[src/rtl/bic_pkg.sv]
// Types, codes and helpers of the banked interrupt controller.
`default_nettype none
package bic_pkg;

    localparam int LINES_PER_BANK = 32;
    localparam int BIT_W          = 5;

    typedef enum logic [1:0] {
        ACT_WRITE = 2'd0,
        ACT_READ  = 2'd1,
        ACT_LEVEL = 2'd2,
        ACT_QUERY = 2'd3
    } t_action;

    typedef enum logic [2:0] {
        GRP_TYPE  = 3'd0,
        GRP_POL   = 3'd1,
        GRP_CLASS = 3'd2,
        GRP_MASK  = 3'd3,
        GRP_CLEAR = 3'd4,
        GRP_IRQ   = 3'd5,
        GRP_FIQ   = 3'd6
    } t_group;

    typedef enum logic [1:0] {
        ST_IDLE = 2'd0,
        ST_EXEC = 2'd1,
        ST_FIN  = 2'd2
    } t_state;

    // Index of the lowest set bit; zero for an empty word.
    function automatic logic [BIT_W-1:0] lowest_bit(input logic [LINES_PER_BANK-1:0] v);
        logic [LINES_PER_BANK-1:0] iso;
        logic [BIT_W-1:0]          idx;
        iso = v & (~v + LINES_PER_BANK'(1));
        idx = '0;
        for (int i = 0; i < LINES_PER_BANK; i++) begin
            if (iso[i]) begin
                idx = idx | BIT_W'(i);
            end
        end
        return idx;
    endfunction

endpackage
`default_nettype wire

[src/rtl/bic_if.sv]
// Valid/ready channel interfaces for controller requests and responses.
`default_nettype none
interface bic_in_if;
    logic        valid;
    logic        ready;
    logic [1:0]  action;
    logic [2:0]  reg_group;
    logic [2:0]  bank;
    logic [31:0] write_data;
    logic [7:0]  line;
    logic        level;

    modport source (output valid, action, reg_group, bank, write_data, line, level,
                    input ready);
    modport sink   (input valid, action, reg_group, bank, write_data, line, level,
                    output ready);
endinterface

interface bic_out_if;
    logic        valid;
    logic        ready;
    logic [31:0] read_data;
    logic [7:0]  vector;
    logic        vector_found;
    logic        vector_is_fiq;

    modport source (output valid, read_data, vector, vector_found, vector_is_fiq,
                    input ready);
    modport sink   (input valid, read_data, vector, vector_found, vector_is_fiq,
                    output ready);
endinterface
`default_nettype wire

[src/rtl/banked_interrupt_controller_top.sv]
// Banked interrupt controller: request channel in, one response per request out.
// Requests arrive on i_in (valid/ready); each transfer is a bus write, a bus
// read, a line level change or a vector query. Every request yields exactly one
// transfer on o_out, in request order.
// One request is worked at a time: i_in.ready is high only in idle. A write,
// read or level change is done in the execute state; a query walks the banks
// one per cycle through a single status/priority unit and stops at the first bank
// with a set line, or at the last bank. The finish state then moves the result
// into the output register, and the next request can be accepted in the cycle
// after that load.
// The output register frees the core: if it is full and o_out.ready is low, the
// finished result is held in the core until the register empties, and i_in stays
// blocked meanwhile. Nothing is dropped.
// Synchronous active-low reset restores all lines to edge trigger, high active,
// IRQ class, masked, with no pending edges and all levels low; the output
// register empties and i_in.ready stays low while reset is asserted.
`default_nettype none
module banked_interrupt_controller_top
    import bic_pkg::*;
#(
    parameter int BANKS = 7
) (
    input  wire       i_clk,
    input  wire       i_rst_n,
    bic_in_if.sink    i_in,
    bic_out_if.source o_out
);

    localparam int           BANK_IW = (BANKS > 1) ? $clog2(BANKS) : 1;
    localparam logic [3:0]   BANKS_L = 4'(BANKS);
    localparam logic [BANK_IW-1:0] LAST_BANK = BANK_IW'(BANKS - 1);

    t_state r_state, n_state;

    logic [LINES_PER_BANK-1:0] r_trig [BANKS];
    logic [LINES_PER_BANK-1:0] r_pol  [BANKS];
    logic [LINES_PER_BANK-1:0] r_cls  [BANKS];
    logic [LINES_PER_BANK-1:0] r_mask [BANKS];
    logic [LINES_PER_BANK-1:0] r_pend [BANKS];
    logic [LINES_PER_BANK-1:0] r_lvl  [BANKS];

    t_action             r_act;
    t_group              r_grp;
    logic [BANK_IW-1:0]  r_bank, n_bank;
    logic                r_ok;
    logic [31:0]         r_wdata;
    logic [BIT_W-1:0]    r_bit;
    logic                r_level;

    logic [31:0]         r_res_rdata, n_res_rdata;
    logic [7:0]          r_res_vec, n_res_vec;
    logic                r_res_found, n_res_found;
    logic                r_res_fiq, n_res_fiq;

    logic                r_ovalid;
    logic [31:0]         r_orddata;
    logic [7:0]          r_ovec;
    logic                r_ofound;
    logic                r_ofiq;

    logic                in_fire;
    logic                out_load;
    logic                row_we;
    logic [LINES_PER_BANK-1:0] n_trig_row, n_pol_row, n_cls_row, n_mask_row;
    logic [LINES_PER_BANK-1:0] n_pend_row, n_lvl_row;
    logic [LINES_PER_BANK-1:0] cur_trig, cur_pol, cur_cls, cur_mask, cur_pend, cur_lvl;
    logic [LINES_PER_BANK-1:0] raw, st_irq, st_fiq;
    logic [LINES_PER_BANK-1:0] bit_mask;
    logic [BIT_W-1:0]    irq_idx, fiq_idx;
    logic [2:0]          line_bank;

    assign line_bank = i_in.line[7:5];
    assign in_fire   = i_in.valid && i_in.ready;
    assign i_in.ready = (r_state == ST_IDLE) && i_rst_n;

    // Shared per-bank status unit.
    assign cur_trig = r_trig[r_bank];
    assign cur_pol  = r_pol[r_bank];
    assign cur_cls  = r_cls[r_bank];
    assign cur_mask = r_mask[r_bank];
    assign cur_pend = r_pend[r_bank];
    assign cur_lvl  = r_lvl[r_bank];
    assign raw      = ((cur_lvl ^ cur_pol) & ~cur_trig) | (cur_pend & cur_trig);
    assign st_irq   = raw & cur_mask & cur_cls;
    assign st_fiq   = raw & cur_mask & ~cur_cls;
    assign irq_idx  = lowest_bit(st_irq);
    assign fiq_idx  = lowest_bit(st_fiq);
    assign bit_mask = LINES_PER_BANK'(1) << r_bit;

    always_comb begin
        n_state     = r_state;
        n_bank      = r_bank;
        n_res_rdata = r_res_rdata;
        n_res_vec   = r_res_vec;
        n_res_found = r_res_found;
        n_res_fiq   = r_res_fiq;
        row_we      = 1'b0;
        n_trig_row  = cur_trig;
        n_pol_row   = cur_pol;
        n_cls_row   = cur_cls;
        n_mask_row  = cur_mask;
        n_pend_row  = cur_pend;
        n_lvl_row   = cur_lvl;
        out_load    = 1'b0;

        case (r_state)
            ST_IDLE: begin
                if (in_fire) begin
                    n_res_rdata = '0;
                    n_res_vec   = '0;
                    n_res_found = 1'b0;
                    n_res_fiq   = 1'b0;
                    n_state     = ST_EXEC;
                end
            end
            ST_EXEC: begin
                n_state = ST_FIN;
                case (r_act)
                    ACT_WRITE: begin
                        row_we = r_ok;
                        case (r_grp)
                            GRP_TYPE:  n_trig_row = r_wdata;
                            GRP_POL:   n_pol_row  = r_wdata;
                            GRP_CLASS: n_cls_row  = r_wdata;
                            GRP_MASK:  n_mask_row = r_wdata;
                            GRP_CLEAR: n_pend_row = cur_pend & ~r_wdata;
                            default:   n_pend_row = cur_pend;
                        endcase
                    end
                    ACT_READ: begin
                        if (r_ok) begin
                            case (r_grp)
                                GRP_TYPE:  n_res_rdata = cur_trig;
                                GRP_POL:   n_res_rdata = cur_pol;
                                GRP_CLASS: n_res_rdata = cur_cls;
                                GRP_MASK:  n_res_rdata = cur_mask;
                                GRP_IRQ:   n_res_rdata = st_irq;
                                GRP_FIQ:   n_res_rdata = st_fiq;
                                default:   n_res_rdata = '0;
                            endcase
                        end
                    end
                    ACT_LEVEL: begin
                        row_we = r_ok;
                        if ((((cur_lvl & bit_mask) != '0) != r_level) &&
                            (r_level == ((cur_pol & bit_mask) == '0)) &&
                            ((cur_trig & bit_mask) != '0)) begin
                            n_pend_row = cur_pend | bit_mask;
                        end
                        n_lvl_row = r_level ? (cur_lvl | bit_mask) : (cur_lvl & ~bit_mask);
                    end
                    ACT_QUERY: begin
                        if (st_irq != '0) begin
                            n_res_vec   = {3'(r_bank), irq_idx};
                            n_res_found = 1'b1;
                        end else if (st_fiq != '0) begin
                            n_res_vec   = {3'(r_bank), fiq_idx};
                            n_res_found = 1'b1;
                            n_res_fiq   = 1'b1;
                        end else if (r_bank != LAST_BANK) begin
                            n_bank  = r_bank + BANK_IW'(1);
                            n_state = ST_EXEC;
                        end
                    end
                    default: n_state = ST_FIN;
                endcase
            end
            ST_FIN: begin
                if (!r_ovalid || o_out.ready) begin
                    out_load = 1'b1;
                    n_state  = ST_IDLE;
                end
            end
            default: n_state = ST_IDLE;
        endcase
    end

    always_ff @(posedge i_clk) begin
        if (!i_rst_n) begin
            r_state <= ST_IDLE;
        end else begin
            r_state <= n_state;
        end
    end

    always_ff @(posedge i_clk) begin
        if (!i_rst_n) begin
            for (int b = 0; b < BANKS; b++) begin
                r_trig[b] <= '1;
                r_pol[b]  <= '0;
                r_cls[b]  <= '1;
                r_mask[b] <= '0;
                r_pend[b] <= '0;
                r_lvl[b]  <= '0;
            end
        end else if (row_we) begin
            r_trig[r_bank] <= n_trig_row;
            r_pol[r_bank]  <= n_pol_row;
            r_cls[r_bank]  <= n_cls_row;
            r_mask[r_bank] <= n_mask_row;
            r_pend[r_bank] <= n_pend_row;
            r_lvl[r_bank]  <= n_lvl_row;
        end
    end

    always_ff @(posedge i_clk) begin
        if (in_fire) begin
            r_act   <= t_action'(i_in.action);
            r_grp   <= t_group'(i_in.reg_group);
            r_wdata <= i_in.write_data;
            r_bit   <= i_in.line[BIT_W-1:0];
            r_level <= i_in.level;
            case (t_action'(i_in.action))
                ACT_LEVEL: begin
                    r_bank <= BANK_IW'(line_bank);
                    r_ok   <= ({1'b0, line_bank} < BANKS_L);
                end
                ACT_QUERY: begin
                    r_bank <= '0;
                    r_ok   <= 1'b1;
                end
                default: begin
                    r_bank <= BANK_IW'(i_in.bank);
                    r_ok   <= ({1'b0, i_in.bank} < BANKS_L);
                end
            endcase
        end else begin
            r_bank <= n_bank;
        end
        r_res_rdata <= n_res_rdata;
        r_res_vec   <= n_res_vec;
        r_res_found <= n_res_found;
        r_res_fiq   <= n_res_fiq;
    end

    always_ff @(posedge i_clk) begin
        if (!i_rst_n) begin
            r_ovalid <= 1'b0;
        end else if (out_load) begin
            r_ovalid <= 1'b1;
        end else if (o_out.ready) begin
            r_ovalid <= 1'b0;
        end
    end

    always_ff @(posedge i_clk) begin
        if (out_load) begin
            r_orddata <= r_res_rdata;
            r_ovec    <= r_res_vec;
            r_ofound  <= r_res_found;
            r_ofiq    <= r_res_fiq;
        end
    end

    assign o_out.valid         = r_ovalid;
    assign o_out.read_data     = r_orddata;
    assign o_out.vector        = r_ovec;
    assign o_out.vector_found  = r_ofound;
    assign o_out.vector_is_fiq = r_ofiq;

endmodule
`default_nettype wire

[src/flat_wrapper.sv]
// flat-port wrapper written by rule: the top's interface ports become plain ports
module banked_interrupt_controller_top_flat import bic_pkg::*;
#(
    parameter int BANKS = 7
)
  (i_clk, i_rst_n, i_in_valid, i_in_action, i_in_reg_group, i_in_bank, i_in_write_data, i_in_line, i_in_level, i_in_ready, o_out_valid, o_out_read_data, o_out_vector, o_out_vector_found, o_out_vector_is_fiq, o_out_ready);
  bic_in_if i_in_i ();
  bic_out_if o_out_i ();
  input  wire i_clk;
  input  wire i_rst_n;
  input wire logic [$bits(i_in_i.valid)-1:0] i_in_valid;
  input wire logic [$bits(i_in_i.action)-1:0] i_in_action;
  input wire logic [$bits(i_in_i.reg_group)-1:0] i_in_reg_group;
  input wire logic [$bits(i_in_i.bank)-1:0] i_in_bank;
  input wire logic [$bits(i_in_i.write_data)-1:0] i_in_write_data;
  input wire logic [$bits(i_in_i.line)-1:0] i_in_line;
  input wire logic [$bits(i_in_i.level)-1:0] i_in_level;
  output wire logic [$bits(i_in_i.ready)-1:0] i_in_ready;
  output wire logic [$bits(o_out_i.valid)-1:0] o_out_valid;
  output wire logic [$bits(o_out_i.read_data)-1:0] o_out_read_data;
  output wire logic [$bits(o_out_i.vector)-1:0] o_out_vector;
  output wire logic [$bits(o_out_i.vector_found)-1:0] o_out_vector_found;
  output wire logic [$bits(o_out_i.vector_is_fiq)-1:0] o_out_vector_is_fiq;
  input wire logic [$bits(o_out_i.ready)-1:0] o_out_ready;
  assign i_in_i.valid = i_in_valid;
  assign i_in_i.action = i_in_action;
  assign i_in_i.reg_group = i_in_reg_group;
  assign i_in_i.bank = i_in_bank;
  assign i_in_i.write_data = i_in_write_data;
  assign i_in_i.line = i_in_line;
  assign i_in_i.level = i_in_level;
  assign i_in_ready = i_in_i.ready;
  assign o_out_valid = o_out_i.valid;
  assign o_out_read_data = o_out_i.read_data;
  assign o_out_vector = o_out_i.vector;
  assign o_out_vector_found = o_out_i.vector_found;
  assign o_out_vector_is_fiq = o_out_i.vector_is_fiq;
  assign o_out_i.ready = o_out_ready;
  banked_interrupt_controller_top #(.BANKS(BANKS)) u_core (.i_clk(i_clk), .i_rst_n(i_rst_n), .i_in(i_in_i), .o_out(o_out_i));
endmodule
[config.mk]
export PLATFORM = sky130hd
export DESIGN_NAME = banked_interrupt_controller_top_flat
export DESIGN_NICKNAME = d
export VERILOG_FILES = /design/src/rtl/bic_pkg.sv /design/src/rtl/bic_if.sv /design/src/rtl/banked_interrupt_controller_top.sv /design/src/flat_wrapper.sv
export SDC_FILE = /design/constraint.sdc
export NUM_CORES = 2
export LEC_CHECK = 0
export CAP_MARGIN = 30
export CORE_MARGIN = 1.5
export CORE_UTILIZATION = 56
export DETAILED_ROUTE_END_ITERATION = 8
export DONT_BUFFER_PORTS = 1
export PLACE_DENSITY = 0.81
export SYNTH_ARGS = -nofsm -noshare
export SYNTH_HDL_FRONTEND = slang
export SYNTH_SLANG_ARGS = --single-unit
[constraint.sdc]
create_clock -name i_clk -period 15.1 [get_ports i_clk]
set_clock_uncertainty 0.2 [all_clocks]
set_input_delay 3.02 -clock i_clk [delete_from_list [all_inputs] [get_ports i_clk]]
set_output_delay 3.02 -clock i_clk [all_outputs]
set_load 0.01 [all_outputs]
=== Yosys cells after proc, flatten, opt, wreduce, memory -nomap -nowiden ===
Memories as Yosys holds them, arrays and structs flattened. A register that Yosys moved wholly into a read port is not among the register bits.
Index checks and enable logic that the tools add are counted.

* Flip-flop bits (word level): 134
* Bits in latches: 0
* Memory bits (writable): 1344
* Memory bits (read-only): 0
* Input bits: 53
* Logic and storage cells: 327
* Memories kept: 6

* Add/subtract/negate cells: 3
* Multipliers: 0
* Div/mod/pow operators: 0
* $lt $le $gt $ge: 2
* Equal/unequal tests: 27
* Shift operators: 1
* Mux-type cells: 219
* Bitwise operators: 22
* Reductions and logical operators: 30

{| class="wikitable"
|+ Memory list
! name !! depth !! bits a word !! rd ports !! clocked after memory_dff !! wr ports !! RTL line !! RTL
|-
| u_core.r_cls || 7 || 32 || 1 || 1 || 7 || banked_interrupt_controller_top.sv:37 || <nowiki>logic [LINES_PER_BANK-1:0] r_cls [BANKS];</nowiki>
|-
| u_core.r_lvl || 7 || 32 || 1 || 1 || 7 || banked_interrupt_controller_top.sv:40 || <nowiki>logic [LINES_PER_BANK-1:0] r_lvl [BANKS];</nowiki>
|-
| u_core.r_mask || 7 || 32 || 1 || 1 || 7 || banked_interrupt_controller_top.sv:38 || <nowiki>logic [LINES_PER_BANK-1:0] r_mask [BANKS];</nowiki>
|-
| u_core.r_pend || 7 || 32 || 1 || 1 || 7 || banked_interrupt_controller_top.sv:39 || <nowiki>logic [LINES_PER_BANK-1:0] r_pend [BANKS];</nowiki>
|-
| u_core.r_pol || 7 || 32 || 1 || 1 || 7 || banked_interrupt_controller_top.sv:36 || <nowiki>logic [LINES_PER_BANK-1:0] r_pol [BANKS];</nowiki>
|-
| u_core.r_trig || 7 || 32 || 1 || 1 || 7 || banked_interrupt_controller_top.sv:35 || <nowiki>logic [LINES_PER_BANK-1:0] r_trig [BANKS];</nowiki>
|}

{| class="wikitable"
|+ Operators by type and width
! cell !! count
|-
| $mux W32 || 52
|-
| $and A32 B32 Y32 || 12
|-
| $not A32 Y32 || 6
|-
| $pmux W32 S6 || 1
|-
| $reduce_or A32 Y1 || 6
|-
| $mux W5 || 32
|-
| $pmux W32 S2 || 2
|-
| $reduce_bool A32 Y1 || 4
|-
| $mux W3 || 37
|-
| $or A32 B32 Y32 || 3
|-
| $mux W8 || 11
|-
| $add A32 B1 Y32 const B || 2
|-
| $mux W4 || 16
|-
| $mux W2 || 22
|-
| $mux W1 || 40
|-
| $logic_not A32 Y1 || 1
|-
| $shl A1 B5 Y32 const A || 1
|-
| $xor A32 B32 Y32 || 1
|-
| $pmux W8 S2 || 1
|-
| $ne A2 B1 Y1 const B || 7
|-
| $eq A2 B2 Y1 const B || 5
|-
| $reduce_and A5 Y1 || 2
|-
| $eq A3 B3 Y1 const B || 3
|-
| $reduce_and A4 Y1 || 2
|-
| other kinds (21) || 35
|}

=== Longest topological paths before layout ===
* Depth after elaboration: 49
* Mapped depth: 20
* Depth with buffers taken out: 11

=== Worst setup path before layout ===
OpenSTA, ideal clock, no wires.

* Kind: flip-flop to flip-flop
* From: register u_core.r_state[1]
* To: memory u_core.r_cls[5][0], enable pin
* Setup time: 1024 ps
* Data arrival time: 15218 ps
* Data required time: 13876 ps
* Setup slack: -1342 ps
* Cell stages (with the launch flop): 8
* Cell sequence: dfxtp_1 > nand2b_1 > buf_2 > inv_1 > nand2_1 > clkbuf_1 > buf_1 > o31ai_1

{| class="wikitable"
|+ RTL lines
! item !! RTL line !! RTL
|-
| start: declaration || banked_interrupt_controller_top.sv:33 || <nowiki>t_state r_state, n_state;</nowiki>
|-
| start signal: assignment || banked_interrupt_controller_top.sv:182 || <nowiki>r_state <= n_state;</nowiki>
|-
| end: declaration || banked_interrupt_controller_top.sv:37 ||
|}

==> metrics.cfg <==
[pwr]
power_density_nw_per_um2 = 126.1
seq_power_share_pct = 49.4
switchingPower_uw = 2621
p_int_uw = 7851
vdd_drop_max_mv = 0.1560
p_leak_uw = 0.02788
pwr-share-clk_pct = 39.9
power_uw = 10470
p_comb_share_pct = 10.7
p_sw_share_pct = 25.03

[worst_setup_path]
cp-endpoint = u_core.r_pend[6][7]
worstRegToRegCells = 15
worst_setup_path_start_kind = flip-flop
path_class = flip-flop to flip-flop
crit_path_end_kind = flip-flop
r2r_end = u_core.r_pend[6][7]
rrSetupSlack_ns = 7.54
critPathRequiredTime_ns = 15.60
arrival_ns = 8.05
cp_max_fo = 102

[flow_run]
drv_cap = 0

[clock_tree]
clk_latency_ns = 0.84
cts_root_buffer = clkbuf_16
cts-hold-fix-buffers = 0
cts-buffers-inserted = 163
cts_setup_buffers = 0
htree_levels = 4
clockBufferDepth = 3
cts_sinks = 1673
cts_tree = built
cts_resized = 0
clkTransAtPathRegs_ns = 0.06

[grt]
grt_pass1_vias = 51400
antenna_found_initial = 11
grt_max_degree = 177
grtUsageTotal_pct = 36.37
grt_pass1_wl_um = 355500
grt_overflow = 0

[final_layout]
stdcell_area_um2 = 83040
area_growth_pct = 10.09
drive_above_1_share_pct = 15.65
fillCellCount = 9331
nets = 5717
layout.cells.non_filler = 7578

[sta]
maxSlewViolCount = 0
worstMarginPinSlew_ns = 1.181
worst_hold_slack_ns = 0.2118
fin_crit_sh_pct = 50.03
finalSetupViolations = 0
rsz0062_at_grt = false
slew_headroom_pct = 20.01
tns_ns = 0
period_minus_slack_ns = 7.555
max_freq_mhz = 132.4
final_hold_viol_count = 0

[drt]
route.vias.total = 53100
avgRoutedWirePerCell_um = 33.03
drtPass1Iterations = 9
wirelength_um = 250300
ant_nets = 0
remaining_drc_errors = 14
vias_per_cell = 7.007
first_iter_violations = 9407

[synthesis]
synth.avg_cell_area_um2 = 13.21
ys_async_sr_fraction_pct = 0
synth_area_leader_cell = edfxtp_1
ys_ff_latch = 1673
synth_cell_types = 87
syn-num-nets = 5765
seq_area_frac_synth_pct = 63.97
synth_area_leaders = edfxtp_1, mux4_2, nor2_1
postSynthCellCount = 5710
yosysMostFrequentCell = edfxtp_1
synth_edf_count = 1475
syn_area_um2 = 75430
synth_top_area_share_pct = 58.72
yosys_warnings = 0
synthFlopType = edfxtp_1
synth_common_cells = edfxtp_1, nor2_1, nand2_1

[placed_design]
dpl.cell_count = 7257
io_buffers = 0
place_congestion = 1.041
place_area_um2 = 77450
dp_hpwl_um = 149800

[outcome]
status = finished with violations
violations = DRC

[floorplanning]
die_area_um2 = 136900
fp.dieW_um = 370.0
fp.dieH_um = 370.0
core-area_um2 = 133600
row_count = 134
start_util_pct = 56.45
ioPinCount = 97

[min_path]
hold_class = flip-flop to flip-flop

[placed cells by master (no fill, tap or decap), types with 17 or more instances in the layout]
cell type	count
nand2_1	590
o22ai_1	45
a211oi_1	55
dfxtp_1	195
mux4_2	341
clkbuf_16	164
clkinv_1	23
inv_1	224
a21oi_1	307
o311ai_1	25
clkbuf_8	20
a31oi_1	31
clkbuf_1	42
and2_1	17
edfxtp_1	1475
a22oi_1	26
mux2_2	64
o211ai_1	135
mux2i_1	180
clkinv_2	26
nand2b_1	26
nand3_1	30
mux4_1	25
o21ai_0	55
nor3_1	22
buf_4	157
nor2_1	1162
xnor2_1	23
[cell families (layout without fill, tap and decap cells)]
logic type / Yosys count / in the layout / synth area share [%]
adder cells (fa/ha/maj): 2 / 2 / 0.03317
AND/OR/NAND/NOR: 1976 / 1976 / 10.60
other: 0 / 8 / 0
buffers and inverters: 622 / 714 / 3.697
AO/OA/AOI/OAI: 793 / 793 / 6.849
multiplexers: 616 / 616 / 14.52
XOR/XNOR: 28 / 28 / 0.3251
flip-flops: 1673 / 1673 / 63.97
[worst min-delay path by stage]
stage | from | end | slack, ns | depth (start not counted)
after floorplan | u_core.r_res_rdata[0] | u_core.o_out.read_data[0] | 0.20 | 0
after global placement | u_core.r_res_rdata[7] | u_core.o_out.read_data[7] | 0.20 | 0
after detailed placement | u_core.r_res_rdata[0] | u_core.o_out.read_data[0] | 0.21 | 0
after CTS | u_core.r_res_rdata[0] | u_core.o_out.read_data[0] | 0.21 | 0
after global routing | u_core.r_res_rdata[0] | u_core.o_out.read_data[0] | 0.22 | 0
final | u_core.r_res_rdata[0] | u_core.o_out.read_data[0] | 0.21 | 0
[metrics by stage]
| step | worst slack, ns | util, % |
|---|---|---|
| CTS | 7.786 | 62.02 |
| global placement | 7.808 | 57.86 |
| global route | 7.467 | 62.13 |
| finish | 7.545 | 62.15 |
| floorplan | 4.686 | - |
| detailed placement | 7.721 | 57.96 |
[state kept, by name, indices dropped and copies added (netlist names), named ones only]
| signal | cells |
|---|---|
| u_core.r_state | 2 |
| u_core.r_res_found | 1 |
| u_core.r_bank | 3 |
| u_core.r_ok | 1 |
| u_core.r_pol | 256 |
| u_core.o_out.valid | 1 |
| u_core.r_res_fiq | 1 |
| u_core.r_act | 2 |
| u_core.o_out.read_data | 32 |
| u_core.o_out.vector_is_fiq | 1 |
| u_core.r_bit | 5 |
| u_core.r_pend | 256 |
| u_core.r_grp | 3 |
| u_core.r_res_rdata | 32 |
| u_core.o_out.vector | 8 |
| u_core.r_level | 1 |
| u_core.r_mask | 256 |
| u_core.r_trig | 256 |
| u_core.r_cls | 256 |
| u_core.o_out.vector_found | 1 |
| u_core.r_res_vec | 8 |
| u_core.r_wdata | 32 |
| u_core.r_lvl | 256 |
[power groups by stage]
stage | Sequential (uW) | Clock (uW) | Combinational [uW]
final | 5180 | 4180 | 1120
after floorplan | 5260 | 0 | 698
after detailed placement | 5270 | 0 | 1050
after global routing | 5180 | 4340 | 1130
after global placement | 5270 | 0 | 1040
after CTS | 5180 | 4170 | 1060
[final cells by class]
type	count	area, um^2	share of cell area (%)
flip-flops and latches	1673	48270	58.12
multi-input cells	3415	24610	29.63
clock buffers	226	4537	5.463
well taps	1768	2212	2.664
repair buffers	183	1662	2.001
clock inverters	79	884.6	1.065
inverters	226	850.8	1.025
diodes	8	20.02	0.02411
[critical path: stages (launching register included)]
cell	delay, ns
dfxtp_4	0.66
buf_12	0.31
buf_4	0.53
buf_12	0.65
mux4_2	0.60
mux2i_1	0.77
o22ai_1	0.20
a211oi_1	0.56
nand4_1	0.17
nor4_1	0.30
and3_1	0.23
o211a_1	0.19
nor3b_4	0.61
buf_4	0.51
a31oi_1	0.29
a211oi_1	0.39
[layer usage]
metal | up-vias | GRT usage, % | share of wire (%)
li1 | 21070 | - | -
met1 | 25950 | 46.98 | 33
met2 | 4980 | 51.78 | 43
met3 | 1071 | 14.58 | 17
met4 | 18 | 21.78 | 7.1
met5 | - | 0.2448 | 0.076
(Power assumes the default switching activity.)
